===== src/sv/gfp_pkg.sv =====
// Package with the constants, codes and shared types of the gyro frame parser.
package gfp_pkg;

    localparam int unsigned FRAME_BYTES = 22;
    localparam int unsigned POS_W       = 5;

    localparam logic [7:0] SUM_SEED = 8'h55;
    localparam logic [7:0] YAW_TYPE = 8'h53;

    // Byte positions inside a frame.
    localparam logic [POS_W-1:0] POS_SUM1_FIRST = POS_W'(1);
    localparam logic [POS_W-1:0] POS_SUM1_LAST  = POS_W'(9);
    localparam logic [POS_W-1:0] POS_CHECK1     = POS_W'(10);
    localparam logic [POS_W-1:0] POS_TYPE       = POS_W'(12);
    localparam logic [POS_W-1:0] POS_SUM2_FIRST = POS_W'(12);
    localparam logic [POS_W-1:0] POS_SUM2_LAST  = POS_W'(20);
    localparam logic [POS_W-1:0] POS_WORD1_LO   = POS_W'(6);
    localparam logic [POS_W-1:0] POS_WORD1_HI   = POS_W'(7);
    localparam logic [POS_W-1:0] POS_WORD2_LO   = POS_W'(17);
    localparam logic [POS_W-1:0] POS_WORD2_HI   = POS_W'(18);
    localparam logic [POS_W-1:0] POS_LAST       = POS_W'(FRAME_BYTES - 1);

    typedef enum logic [1:0] {
        STAT_OK       = 2'd0,
        STAT_CHECKSUM = 2'd1,
        STAT_LENGTH   = 2'd2
    } t_status;

    // What the parser reports for the byte now in the working stage.
    typedef struct packed {
        logic        done;
        t_status     status;
        logic [15:0] raw;
    } t_frame_info;

endpackage


===== src/sv/gfp_frame_parse.sv =====
// Frame parser: byte position, packet sums and the captured fields of a frame.
module gfp_frame_parse (
    input  logic                 i_clk,
    input  logic                 i_rst_n,
    input  logic                 i_fire,
    input  logic [7:0]           i_rx_byte,
    input  logic                 i_frame_end,
    output gfp_pkg::t_frame_info o_info
);
    import gfp_pkg::*;

    logic [POS_W-1:0] r_pos, n_pos;
    logic [7:0]       r_sum1, n_sum1;
    logic [7:0]       r_sum2, n_sum2;
    logic [7:0]       r_check1, n_check1;
    logic [7:0]       r_type, n_type;
    logic [15:0]      r_word1, n_word1;
    logic [15:0]      r_word2, n_word2;
    logic             full;
    logic             ok;

    always_comb begin
        n_sum1   = r_sum1;
        n_sum2   = r_sum2;
        n_check1 = r_check1;
        n_type   = r_type;
        n_word1  = r_word1;
        n_word2  = r_word2;
        if (r_pos >= POS_SUM1_FIRST && r_pos <= POS_SUM1_LAST) n_sum1 = r_sum1 + i_rx_byte;
        if (r_pos >= POS_SUM2_FIRST && r_pos <= POS_SUM2_LAST) n_sum2 = r_sum2 + i_rx_byte;
        if (r_pos == POS_CHECK1)   n_check1      = i_rx_byte;
        if (r_pos == POS_TYPE)     n_type        = i_rx_byte;
        if (r_pos == POS_WORD1_LO) n_word1[7:0]  = i_rx_byte;
        if (r_pos == POS_WORD1_HI) n_word1[15:8] = i_rx_byte;
        if (r_pos == POS_WORD2_LO) n_word2[7:0]  = i_rx_byte;
        if (r_pos == POS_WORD2_HI) n_word2[15:8] = i_rx_byte;

        // The last byte is the second packet's check byte; it adds to no sum.
        full = (r_pos >= POS_LAST);
        ok   = full && (n_sum1 == n_check1) && (n_sum2 == i_rx_byte);

        o_info.done = full || i_frame_end;
        if (!full) begin
            o_info.status = STAT_LENGTH;
            o_info.raw    = '0;
        end else if (!ok) begin
            o_info.status = STAT_CHECKSUM;
            o_info.raw    = '0;
        end else begin
            o_info.status = STAT_OK;
            o_info.raw    = (n_type == YAW_TYPE) ? n_word2 : n_word1;
        end

        if (o_info.done) begin
            n_pos  = '0;
            n_sum1 = SUM_SEED;
            n_sum2 = SUM_SEED;
        end else begin
            n_pos  = r_pos + POS_W'(1);
        end
    end

    always_ff @(posedge i_clk) begin
        if (!i_rst_n) begin
            r_pos    <= '0;
            r_sum1   <= SUM_SEED;
            r_sum2   <= SUM_SEED;
            r_check1 <= '0;
            r_type   <= '0;
            r_word1  <= '0;
            r_word2  <= '0;
        end else if (i_fire) begin
            r_pos    <= n_pos;
            r_sum1   <= n_sum1;
            r_sum2   <= n_sum2;
            r_check1 <= n_check1;
            r_type   <= n_type;
            r_word1  <= n_word1;
            r_word2  <= n_word2;
        end
    end

endmodule


===== src/sv/gfp_unwrap.sv =====
// Angle unwrapper: keeps the last raw angle and the running 32-bit heading.
module gfp_unwrap (
    input  logic                 i_clk,
    input  logic                 i_rst_n,
    input  logic                 i_fire,
    input  gfp_pkg::t_frame_info i_info,
    output logic [31:0]          o_heading,
    output logic [31:0]          o_cumulative
);
    import gfp_pkg::*;

    logic [15:0]        r_prev;
    logic [31:0]        r_cum, n_cum;
    logic signed [16:0] diff;
    logic signed [17:0] delta;
    logic               accept;

    always_comb begin
        accept = i_info.done && (i_info.status == STAT_OK);
        diff   = 17'(signed'(i_info.raw)) - 17'(signed'(r_prev));
        // Differences past half a turn wrap by a full turn; exactly half is kept.
        if (diff > 17'sd32768) begin
            delta = 18'(diff) - 18'sd65536;
        end else if (diff < -17'sd32768) begin
            delta = 18'(diff) + 18'sd65536;
        end else begin
            delta = 18'(diff);
        end
        n_cum     = r_cum + 32'(delta);
        o_heading = accept ? n_cum : r_cum;
    end

    assign o_cumulative = r_cum;

    always_ff @(posedge i_clk) begin
        if (!i_rst_n) begin
            r_prev <= '0;
            r_cum  <= '0;
        end else if (i_fire && accept) begin
            r_prev <= i_info.raw;
            r_cum  <= n_cum;
        end
    end

endmodule


===== src/sv/gyro_frame_parse_angle_unwrap.sv =====
// Top level of the gyro frame parser with checksum test and angle unwrapping.
//
//  channel | valid        | ready        | payload
//  --------+--------------+--------------+--------------------------------------
//  input   | i_in_valid   | o_in_ready   | i_rx_byte, i_frame_end
//  output  | o_out_valid  | i_out_ready  | o_heading, o_raw_angle, o_status
//
// Every byte is registered in an input stage and processed there by short logic. A byte
// that ends a frame writes the result register once that register has room, and the
// result register then offers the result. A byte can be taken in every cycle unless the
// input stalls. The only wait comes from the result register: a frame end cannot leave
// the input stage while an untaken result is held, and then the input stalls too. Reset
// is synchronous and active low; it restarts frame and heading.
module gyro_frame_parse_angle_unwrap (
    input  logic        i_clk,
    input  logic        i_rst_n,
    input  logic        i_in_valid,
    output logic        o_in_ready,
    input  logic [7:0]  i_rx_byte,
    input  logic        i_frame_end,
    output logic        o_out_valid,
    input  logic        i_out_ready,
    output logic signed [31:0] o_heading,
    output logic signed [15:0] o_raw_angle,
    output logic [1:0]  o_status
);
    import gfp_pkg::*;

    // Input stage.
    logic        r_in_valid;
    logic [7:0]  r_in_byte;
    logic        r_in_end;

    // Result register.
    logic        r_out_valid;
    logic [31:0] r_heading;
    logic [15:0] r_raw;
    t_status     r_status;

    t_frame_info info;
    logic [31:0] heading_next;
    logic [31:0] cumulative;
    logic        out_free;
    logic        stage_fire;

    // The stage moves on when its byte ends no frame or the result register has room.
    assign out_free   = !r_out_valid || i_out_ready;
    assign stage_fire = r_in_valid && (!info.done || out_free);
    assign o_in_ready = !r_in_valid || stage_fire;

    gfp_frame_parse u_parse (
        .i_clk       (i_clk),
        .i_rst_n     (i_rst_n),
        .i_fire      (stage_fire),
        .i_rx_byte   (r_in_byte),
        .i_frame_end (r_in_end),
        .o_info      (info)
    );

    gfp_unwrap u_unwrap (
        .i_clk        (i_clk),
        .i_rst_n      (i_rst_n),
        .i_fire       (stage_fire),
        .i_info       (info),
        .o_heading    (heading_next),
        .o_cumulative (cumulative)
    );

    always_ff @(posedge i_clk) begin
        if (!i_rst_n) begin
            r_in_valid <= 1'b0;
        end else if (o_in_ready) begin
            r_in_valid <= i_in_valid;
        end
    end

    always_ff @(posedge i_clk) begin
        if (o_in_ready && i_in_valid) begin
            r_in_byte <= i_rx_byte;
            r_in_end  <= i_frame_end;
        end
    end

    always_ff @(posedge i_clk) begin
        if (!i_rst_n) begin
            r_out_valid <= 1'b0;
        end else if (stage_fire && info.done) begin
            r_out_valid <= 1'b1;
        end else if (i_out_ready) begin
            r_out_valid <= 1'b0;
        end
    end

    always_ff @(posedge i_clk) begin
        if (stage_fire && info.done) begin
            r_heading <= heading_next;
            r_raw     <= info.raw;
            r_status  <= info.status;
        end
    end

    assign o_out_valid = r_out_valid;
    assign o_heading   = signed'(r_heading);
    assign o_raw_angle = signed'(r_raw);
    assign o_status    = r_status;

    // A rejected frame carries no angle.
    a_reject_no_raw: assert property (@(posedge i_clk) disable iff (!i_rst_n)
        (r_out_valid && r_status != STAT_OK) |-> (r_raw == 16'd0))
        else $error("rejected frame carries a nonzero raw angle");

    // A rejected frame reports the running heading, which it leaves untouched.
    a_reject_heading: assert property (@(posedge i_clk) disable iff (!i_rst_n)
        (stage_fire && info.done && info.status != STAT_OK)
        |=> (r_heading == cumulative) && $stable(cumulative))
        else $error("rejected frame changed or misreported the heading");

    // A byte that ends no frame never holds up the input stage.
    a_no_stall_midframe: assert property (@(posedge i_clk) disable iff (!i_rst_n)
        (r_in_valid && !info.done) |-> o_in_ready)
        else $error("input stalled on a byte that ends no frame");

    // A held result is never overwritten.
    a_result_held: assert property (@(posedge i_clk) disable iff (!i_rst_n)
        (r_out_valid && !i_out_ready) |-> !(stage_fire && info.done))
        else $error("result register overwritten before it was taken");

endmodule

===== config.mk =====
export PLATFORM = sky130hd
export DESIGN_NAME = gyro_frame_parse_angle_unwrap
export DESIGN_NICKNAME = d
export VERILOG_FILES = /design/src/sv/gfp_pkg.sv /design/src/sv/gfp_frame_parse.sv /design/src/sv/gfp_unwrap.sv /design/src/sv/gyro_frame_parse_angle_unwrap.sv
export SDC_FILE = /design/constraint.sdc
export NUM_CORES = 1
export LEC_CHECK = 0
export ABC_CLOCK_PERIOD_IN_PS = 19000
export BUFFER_PORTS_ARGS = -buffer_cell sky130_fd_sc_hd__buf_2
export CORE_ASPECT_RATIO = 0.75
export CORE_MARGIN = 2
export CORE_UTILIZATION = 51
export DETAILED_ROUTE_END_ITERATION = 10
export PLACE_DENSITY = 0.66
export SYNTH_ARGS = -nofsm -noshare
export SYNTH_HDL_FRONTEND = slang
export SYNTH_HIERARCHICAL = 1
export SYNTH_SLANG_ARGS = --single-unit

===== constraint.sdc =====
create_clock -name i_clk -period 19 [get_ports i_clk]
set_clock_uncertainty 0.05 [all_clocks]
set_input_delay 0.95 -clock i_clk [delete_from_list [all_inputs] [get_ports i_clk]]
set_output_delay 0.95 -clock i_clk [all_outputs]
set_load 0.005 [all_outputs]

; ---- Word-level counts from Yosys, hierarchy flattened
; Index checks and enable logic that the tools add are counted.
[word_totals]
ff_bits = 178
in_bits = 13
out_inout_bits = 52
wordCells = 76
[classes]
add_sub_neg = 7
magnitude_cmp = 7
n_eq_ne = 9
mux = 19
reduce_logical = 18
[ops]
columns = op, n
row1 = 8-bit 2-to-1 mux, 10
row2 = 18-bit 2-to-1 mux, 3
row3 = 32-bit adder, 1
row4 = 32-bit 2-to-1 mux, 1
row5 = 17-bit by 18-bit adder with 18-bit output (second input constant), 1
row6 = 17-bit by 18-bit subtractor with 18-bit output (second input constant), 1
row7 = 17-bit > comparator (second input constant), 1
row8 = 17-bit by 16-bit < comparator with 1-bit output (second input constant), 1
row9 = 17-bit 2-to-1 mux, 1
row10 = 16-bit by 16-bit subtractor with 17-bit output, 1
row11 = 8-bit adder, 2
row12 = 8-bit equality test, 2
row13 = 16-bit 2-to-1 mux, 1
row14 = 5-bit by 3-bit equality test with 1-bit output (second input constant), 2
row15 = 5-bit by 4-bit equality test with 1-bit output (second input constant), 2
row16 = 5-bit equality test (second input constant), 2
row17 = 1-bit logical AND, 9
row18 = 8-bit by 7-bit equality test with 1-bit output (second input constant), 1
row19 = 5-bit by 1-bit adder with 5-bit output (second input constant), 1
row20 = 5-bit by 1-bit greater-or-equal comparator with 1-bit output (second input constant), 1
row21 = 5-bit by 4-bit greater-or-equal comparator with 1-bit output (second input constant), 1
row22 = 5-bit greater-or-equal comparator (second input constant), 1
row23 = 5-bit by 4-bit less-or-equal comparator with 1-bit output (second input constant), 1
row24 = 5-bit less-or-equal comparator (second input constant), 1
row25 = 6 further kinds, 12

; ---- Depth between registers and ports, before layout
; Gate-level depths: netlist of the first run.
[depth]
word_depth = 14
depth_mapped = 33
ltp_nobuf = 31

; ---- By module
; Netlist of the first run, hierarchy kept.
[by_module_without_submodules]
columns = mod, instances, cells_each, area_per_inst_um2, seq_area_each_um2
row1 = gfp_unwrap, 1, 625, 4585.6, 960.9
row2 = gfp_frame_parse, 1, 533, 4523.1, 1381.3
row3 = gyro_frame_parse_angle_unwrap, 1, 71, 1889.3, 1811.7

; ---- Worst setup path before layout of the first run
; No wires, ideal clock.
[synth_timing]
path_kind = register -> register
from = reg r_in_byte[0]
to = reg r_heading[31] (netlist: o_heading[31]) (data pin)
setup_ps = 258
arrival_time_ps = 7545
t_required_ps = 18692
setup_slack_ps = 11147
path_stages_with_launch = 30
path_buffers = 0
period_less_slack_ps = 7853
path_cell_list = edfxtp_1 ha_1 fa_1 a21oi_1 nor3_1 or3_1 mux2_4 a211o_1 a211oi_2 o2111ai_2 nor3_1 inv_1 ha_1 inv_1 fa_1 a211o_1 or3_1 or4_4 nor4b_4 a31oi_1 ha_1 a21o_1 a21o_1 a2111oi_0 o311ai_0 a41oi_1 o21ai_0 nor2_1 mux2i_1 xnor2_1
[synth_lines]
columns = element, line
row1 = start: declaration, gyro_frame_parse_angle_unwrap.sv:31  ; logic [7:0] r_in_byte;
row2 = start signal: assignment, gyro_frame_parse_angle_unwrap.sv:79  ; r_in_byte <= i_rx_byte;
row3 = end signal: assignment, gyro_frame_parse_angle_unwrap.sv:96  ; r_heading <= heading_next;
row4 = end: declaration, gyro_frame_parse_angle_unwrap.sv:36  ; logic [31:0] r_heading;

==> results.toml, run 1 <==
[routing]
vias = 9020
via_per_inst = 5.76
drtPass1Iterations = 5
drcViolationCount = 0
wl_per_cell_um = 17.2
drtAntennaViolNets = 0
drt-initial-drc-count = 843
wl_mm = 26.9

[timing]
finalHoldViolations = 0
worst_hold_slack_ns = 0.415
finalCritPeriodShare_pct = 46.9
rsz0062_at_grt = "false"
maxSlewViolCount = 0
fmax_mhz = 112
finalSetupViolations = 0
worst_pin_slew_ns = 1.03
slew_headroom_pct = 31.3
min_period_ns = 8.92
setup_tns_ns = 0

[worst_setup_path]
path_class = "reg2reg"
crit_arrival_ns = 9.05
cp_max_fo = 17
crit_required_ns = 19.13
start_kind = "register"
crit_top_cell = "ha_1"
max_stage_delay_ns = 0.56
cp-end-kind = "register"
slowest_stage = "edfxtp_1"

[final_layout]
areaGrowthSynthToFinish_pct = 10.8
mostFrequentLayoutCells = "nand2_1 (153), dfxtp_1 (119), o21ai_0 (95), a21oi_1 (70), ha_1 (66)"
insertedDiodeCount = 0
fin_nets = 1349
drive_above_1_share_pct = 11.4
mostFrequentLayoutCell = "nand2_1"

[clocking]
cts_tree = "yes"
htreeDepth = 4
root_buffer = "clkbuf_16"
clk_pin_slew_ns = 0.07
cts_setup_buffers = 0
cts_buffers = 17
clock_path_buffers = 2
cts_hold_buf = 0
clock_sinks = 178
cts_resized = 0
clock_latency_ns = 0.43

[logic_synthesis]
postSynthCellCount = 1229
async_flop_share_pct = 0
synth-seq-cells = 178
synth_seq_area_share_pct = 37.8
yosysWarnings = 6
yosys_most_used_dff = "dfxtp_1"
netlist_area_um2 = 11000
synth.net_count = 1312
syn_avg_cell_area_um2 = 8.95
synth_edf_count = 59
synth.distinct_cells = 79

[grt]
grt_pass1_wl_mm = 44.4
busiest_layer = "met1"
gr-total-overflow = 0
met2_usage_pct = 33.0
antenna_found_initial = 0
grt_use_total_pct = 24.1
grt_pass1_vias = 8307
use_met1_pct = 38.1
grt_max_degree = 91
met3_usage_pct = 5.41

[flow_run]
drv_cap = 0

[die]
die-area_um2 = 22800
die_x_um = 174
rows = 46
die_y_um = 131
core-area_um2 = 21100
initial_utilization_pct = 52.1
ios = 65

[pwr]
p_leak_uw = 0.00496
finalPower_uw = 819
peakVddDrop_mv = 0.0669
p_per_area_nw_per_um2 = 67.3

[placed_design]
hpwl_mm = 18.9
portBuffers = 64
place_congestion = 0.940

[status]
status = "completed"

[min_path]
hold_class = "reg2reg"
==> per-stage QoR <==
stage	worst slack (ns)	utilization [%]	area, µm²	std cells
6_report	10.08	57.7	12200	1567
5_1_grt	9.45	57.7	12200	1567
4_1_cts	10.10	57.7	12200	1567
3_5_place_dp	10.18	54.8	11600	1535
3_3_place_gp	10.51	54.8	11600	1535
2_1_floorplan	11.15	-	11000	1229
==> power by group <==
part	leakage [µW]	internal, µW	switching (µW)	total [µW]
registers	0.00158	395	4.82	399
clock network	0.000306	211	165	376
logic	0.00307	17.0	26.9	43.9
==> area by class of cell <==
type / count / area [µm²]
fillers: 1893 / 8940
clock buffers: 17 / 425
repair buffers: 77 / 418
inverters: 43 / 161
well taps: 288 / 360
flip-flops and latches: 178 / 4150
multi-input cells: 949 / 6470
clock inverters: 15 / 190
==> layer usage <==
layer,vias to the layer above,share of wire (%)
met3,17,6.6
met4,0,0.80
li1,4495,-
met1,4250,53
met5,-,0
met2,258,39
==> worst max-delay path, delay by kind of cell (launching register included) <==
family,cells,cell delay (ns)
AO/OA/AOI/OAI,13,3.12
adder cells (fa/ha/maj),5,1.82
flip-flops,1,0.56
XOR/XNOR,2,0.44
multiplexers,1,0.10
buffers and inverters,4,0.63
AND/OR/NAND/NOR,6,1.92
==> cells by family (layout without fill, tap and decap cells) <==
| logic type | count (synthesis) | count (layout) | share of synthesized area, % |
|---|---|---|---|
| AO/OA/AOI/OAI | 350 | 350 | 21.1 |
| adder cells (fa/ha/maj) | 70 | 70 | 8.24 |
| AND/OR/NAND/NOR | 417 | 417 | 19.5 |
| XOR/XNOR | 63 | 63 | 5.27 |
| multiplexers | 49 | 49 | 4.51 |
| flip-flops | 178 | 178 | 37.8 |
| buffers and inverters | 102 | 152 | 3.66 |
==> cell usage after synthesis, types with 5 or more instances <==
library cell / number / area [µm²]
dfxtp_1: 119 / 2380
nand4_1: 11 / 68.8
a211oi_1: 8 / 60.1
and3_1: 5 / 31.3
nor3_1: 20 / 100
nor2_1: 50 / 188
nand3_1: 43 / 215
xor2_1: 24 / 210
nor3_2: 10 / 100
ha_1: 66 / 826
a21oi_1: 70 / 350
or3_1: 6 / 37.5
a22o_1: 16 / 140
a21o_1: 27 / 203
clkbuf_1: 49 / 184
o31ai_1: 11 / 82.6
o21a_1: 19 / 143
o21bai_1: 5 / 37.5
inv_1: 43 / 161
xnor2_1: 37 / 324
nand2b_1: 10 / 62.6
o21ai_0: 95 / 475
nand2_1: 155 / 582
and2_1: 28 / 175
nor2b_1: 53 / 332
mux2i_1: 48 / 480
o211ai_1: 10 / 75.1
a211o_1: 7 / 61.3
a31oi_1: 6 / 37.5
a21boi_0: 32 / 240
edfxtp_1: 59 / 1770
==> flip-flops by register name, summed over array words and instances (netlist names) <==
signal	count
u_parse/r_word1	16
u_unwrap/o_cumulative	32
o_raw_angle	16
u_parse/r_pos	5
o_status	2
u_parse/r_sum1	8
o_heading	32
r_in_end	1
u_parse/r_sum2	8
u_parse/r_word2	16
o_out_valid	1
u_unwrap/r_prev	16
u_parse/r_check1	8
r_in_valid	1
r_in_byte	8
u_parse/r_type	8
==> final timing paths <==
path                                                        from                                to  slack [ns]  depth (start not counted)
worst max register to register            r_in_byte[0]$_DFFE_PP_           o_heading[31]$_DFFE_PP_       10.08                         31
worst min-delay path            u_unwrap/r_prev[14]$_SDFFE_PN0P_  u_unwrap/r_prev[14]$_SDFFE_PN0P_        0.42                          2
worst min register to register  u_unwrap/r_prev[14]$_SDFFE_PN0P_  u_unwrap/r_prev[14]$_SDFFE_PN0P_        0.42                          2
worst max-delay path                      r_in_byte[0]$_DFFE_PP_           o_heading[31]$_DFFE_PP_       10.08                         31
Note: power is estimated with default switching activity, not from simulation.
==> run 2: changes to the inputs <==
- ABC_CLOCK_PERIOD_IN_PS: 19000 -> 8450
- clock period: 19 -> 8.45 ns (I/O delays scaled with it)
==> results.toml, run 2 (synthesized netlist as in run 1, its figures left out) <==
[clocking]
htreeDepth = 4
cts_tree = "yes"
clock_latency_ns = 0.44
clk_pin_slew_ns = 0.08
root_buffer = "clkbuf_16"
clock_path_buffers = 2
cts_buffers = 17
clock_sinks = 178

[timing]
worst_pin_slew_ns = 1.02
finalSetupViolations = 0
setup_tns_ns = 0
finalHoldViolations = 0
worst_hold_slack_ns = 0.104
slew_headroom_pct = 31.8
min_period_ns = 8.11
fmax_mhz = 123
maxSlewViolCount = 0
finalCritPeriodShare_pct = 96.0

[grt]
gr-total-overflow = 0
grt_pass1_wl_mm = 44.6
grt_pass1_vias = 8254
antenna_found_initial = 0
grt_use_total_pct = 24.2
grt_max_degree = 96

[pwr]
p_per_area_nw_per_um2 = 144
peakVddDrop_mv = 0.130
p_leak_uw = 0.00506
finalPower_uw = 1780

[final_layout]
areaGrowthSynthToFinish_pct = 12.8
mostFrequentLayoutCells = "nand2_1 (153), dfxtp_1 (119), o21ai_0 (92), a21oi_1 (69), ha_1 (66)"
fin_nets = 1372
utilization_pct = 58.8
mostFrequentLayoutCell = "nand2_1"
drive_above_1_share_pct = 14.1
insertedDiodeCount = 0
num-fill-cells = 1918

[routing]
via_per_inst = 5.78
drt-met1-wl_mm = 14.7
drtAntennaViolNets = 0
wl_met3_mm = 1.86
wl_mm = 27.4
drcViolationCount = 0
wl_met2_mm = 10.7
vias = 9183
drtPass1Iterations = 6
highest_layer = "met4"
drt-initial-drc-count = 726
wl_per_cell_um = 17.2

[die]
die_y_um = 131
ios = 65
die-area_um2 = 22800
core-area_um2 = 21100
initial_utilization_pct = 52.1
rows = 46
die_x_um = 174

[worst_setup_path]
critPathTopFamily = "compound AO/OA/AOI/OAI gates"
cp-end-kind = "register"
crit_required_ns = 8.55
r2r_start = "r_in_byte[0]$_DFFE_PP_"
start_kind = "register"
crit_top_cell = "ha_1"
cp-startpoint = "r_in_byte[0]$_DFFE_PP_"
cp_max_fo = 4
path_class = "reg2reg"
max_stage_delay_ns = 0.55
crit_arrival_ns = 8.22
cp_num_buf_inv = 3
slowest_stage = "or4_4"

[min_path]
min-delay-start = "i_rx_byte[3]"
hold_class = "in2reg"

[placed_design]
place_congestion = 0.915
portBuffers = 64
hpwl_mm = 19.3

[flow_run]
drv_cap = 0

[status]
status = "completed"
run 2: final timing paths:
check,end,slack (ns),depth (start not counted)
worst max-delay path,o_heading[29]$_DFFE_PP_,0.34,30
worst max register to register,o_heading[29]$_DFFE_PP_,0.34,30
worst min register to register,u_unwrap/r_prev[6]$_SDFFE_PN0P_,0.42,2
worst min-delay path,r_in_byte[3]$_DFFE_PP_,0.10,1
run 2: worst reg2reg max path: cells and delay by family, from the launching register on:
kind            cells  cell delay [ns]
compound gates     12             2.70
fa+ha+maj           5             1.68
mux                 1             0.30
flops               1             0.44
simple gates        8             2.20
buf+inv             3             0.31
xor+xnor            1             0.18
run 2: per-stage QoR:
stage | area (µm²) | cells | worst slack (ns)
4_1_cts | 12300 | 1587 | 0.0259
2_1_floorplan | 11000 | 1229 | 0.597
6_report | 12400 | 1590 | 0.336
3_3_place_gp | 11700 | 1555 | 0.258
3_5_place_dp | 11700 | 1555 | 0.0619
5_1_grt | 12400 | 1590 | -0.0592
run 2: per-layer routing:
| metal | vias up | track usage [%] |
|---|---|---|
| li1 | 4541 | - |
| met1 | 4361 | 38.8 |
| met2 | 268 | 32.8 |
| met3 | 13 | 5.47 |
| met4 | 0 | 4.19 |
| met5 | - | 0 |
run 2: report_power, final:
group | switching (µW) | internal (µW) | leakage [µW]
registers | 5.11 | 887 | 0.00158
clock network | 386 | 392 | 0.000279
logic | 70.6 | 42.5 | 0.00320
total | 462 | 1320 | 0.00506
run 2: layout make-up:
cell class,count,area (µm²),area share (%)
Inverter,43,161,1.30
Clock inverter,15,144,1.16
Tap cell,288,360,2.90
Timing Repair Buffer,100,594,4.79
Sequential cell,178,4150,33.5
Clock buffer,17,425,3.43
Multi-Input combinational cell,949,6570,52.9
run 2: what timing repair did:
item,CTS,global route
pin swaps,1,5
setup endpoints to repair,2,19
resized for setup,1,22
hold buffers,0,0
buffers inserted,0,3
==> run 3: changes to the inputs <==
- CORE_MARGIN: 2 -> not set
==> results.toml, run 3 (synthesized netlist as in run 1, its figures left out) <==
[worst_setup_path]
timing.reg2reg.setup_slack_ns = 0.36
cp-end-kind = "register"
start_kind = "register"
worst_r2r_endpoint = "o_heading[27]$_DFFE_PP_"
critPathTopFamily = "compound AO/OA/AOI/OAI gates"
cp_max_fo = 10
crit_top_cell = "xor2_1"
path_class = "reg2reg"
crit_arrival_ns = 8.19
cp_num_buf_inv = 4
r2r_start = "r_in_byte[1]$_DFFE_PP_"
slowest_stage = "nor4_1"
max_stage_delay_ns = 0.56
crit_required_ns = 8.55
reg2regPathDepth = 28

[grt]
grt_max_degree = 89
grt_pass1_wl_mm = 44.7
gr-total-overflow = 0
antenna_found_initial = 0
grt_pass1_vias = 8240
grt_use_total_pct = 26.1

[clocking]
clock_sinks = 178
cts_tree = "yes"
clk_pin_slew_ns = 0.07
root_buffer = "clkbuf_16"
htreeDepth = 4
cts_buffers = 17
cts_hold_buf = 0
clock_path_buffers = 2
clock_latency_ns = 0.44

[placed_design]
portBuffers = 64
pre_cts_ws_ns = -0.0250
hpwl_mm = 19.6
dp_cells = 1559
place_congestion = 0.932
place_area_um2 = 11700

[routing]
drcViolationCount = 0
wl_per_cell_um = 17.4
drtPass1Iterations = 5
highest_layer = "met4"
wl_mm = 27.7
drt-met1-wl_mm = 14.8
wl_met2_mm = 10.7
wl_met3_mm = 1.94
via_per_inst = 5.70
drt-initial-drc-count = 808
vias = 9073
drtAntennaViolNets = 0

[timing]
finalSetupViolations = 0
finalCritPeriodShare_pct = 95.7
worst_pin_slew_ns = 0.980
fmax_mhz = 124
slew_headroom_pct = 34.4
setup_slack_ns = 0.363
min_period_ns = 8.09
finalHoldViolations = 0
maxSlewViolCount = 0
rsz0062_at_grt = "false"

[min_path]
min_delay_path_depth = 1
hold_class = "in2reg"
min-delay-start = "i_rx_byte[7]"
min_to = "r_in_byte[7]$_DFFE_PP_"

[die]
die_y_um = 129
initial_utilization_pct = 52.1
rows = 46
die_x_um = 172
die-area_um2 = 22200
core-area_um2 = 21100
ios = 65

[flow_run]
drv_cap = 0

[final_layout]
fin_nets = 1375
mostFrequentLayoutCell = "nand2_1"
insertedDiodeCount = 0
design_area_um2 = 12400
areaGrowthSynthToFinish_pct = 12.8
drive_above_1_share_pct = 14.0
mostFrequentLayoutCells = "nand2_1 (153), dfxtp_1 (119), o21ai_0 (91), a21oi_1 (70), ha_1 (65)"
num-fill-cells = 1878
stdcell_count = 1593
utilization_pct = 58.8

[status]
status = "completed"

[pwr]
peakVddDrop_mv = 0.126
p_per_area_nw_per_um2 = 144
p_leak_uw = 0.00507
-- run 3: cell types whose count changed in the layout (fill, tap and decap cells not counted), sizes merged --
cell / previous run / this run
clkinvlp: 1 / 3
clkinv: 6 / 5
buf: 100 / 103
inv: 51 / 46
bufinv: 0 / 2
clkbuf: 17 / 19
-- run 3: timing repair --
action | 4_1_cts | 5_1_grt
setup endpoints to repair | 1 | 22
setup buffers | 0 | 2
gates resized for setup | 1 | 20
pin swaps | 1 | 1
-- run 3: per-layer routing --
layer / track usage, % / vias up
met1: 41.3 / 4251
met5: 0 / -
met3: 6.35 / 20
met4: 4.99 / 0
met2: 35.0 / 257
li1: - / 4545
-- run 3: worst max-delay path by stage --
stage                            from                 endpoint  slack, ns  cells past startpoint
6_report       r_in_byte[1]$_DFFE_PP_  o_heading[27]$_DFFE_PP_       0.36                     28
5_1_grt        r_in_byte[0]$_DFFE_PP_  o_heading[30]$_DFFE_PP_       0.02                     29
4_1_cts        r_in_byte[0]$_DFFE_PP_  o_heading[30]$_DFFE_PP_       0.01                     30
3_5_place_dp   r_in_byte[0]$_DFFE_PP_  o_heading[31]$_DFFE_PP_      -0.03                     30
3_3_place_gp   r_in_byte[0]$_DFFE_PP_  o_heading[31]$_DFFE_PP_        0.1                     30
2_1_floorplan  r_in_byte[0]$_DFFE_PP_  o_heading[31]$_DFFE_PP_       0.60                     29
-- run 3: through the flow --
| stage | power [µW] | hold slack (ns) | TNS, ns |
|---|---|---|---|
| finish | 1790 | 0.101 | 0 |
| global route | 1850 | 0.0763 | 0 |
| CTS | 1800 | 0.0840 | 0 |
| detailed placement | 1020 | 0.409 | -0.0250 |
| global placement | 1020 | 0.403 | 0 |
| floorplan | 985 | 0.393 | 0 |
-- run 3: layout make-up --
| cell class | count | area (µm²) | share of cell area (%) |
|---|---|---|---|
| clock buffer | 19 | 433 | 3.49 |
| clock inverter | 13 | 135 | 1.09 |
| inverter | 43 | 161 | 1.30 |
| multi-input combinational | 949 | 6550 | 52.8 |
| sequential | 178 | 4150 | 33.5 |
| tap | 288 | 360 | 2.90 |
| timing repair buffer | 103 | 613 | 4.94 |
-- run 3: worst register-to-register path, delay by kind of cell (launching register included) --
family / cells / cell delay, ns
xor+xnor: 3 / 0.62
fa+ha+maj: 4 / 1.24
compound gates: 11 / 2.72
simple gates: 5 / 1.99
mux: 1 / 0.14
buf+inv: 4 / 0.54
flops: 1 / 0.51
-- run 3: power by group --
group | internal (µW) | total, µW | switching [µW]
Clock | 435 | 785 | 350
Combinational | 43.2 | 113 | 69.5
Sequential | 887 | 893 | 5.37
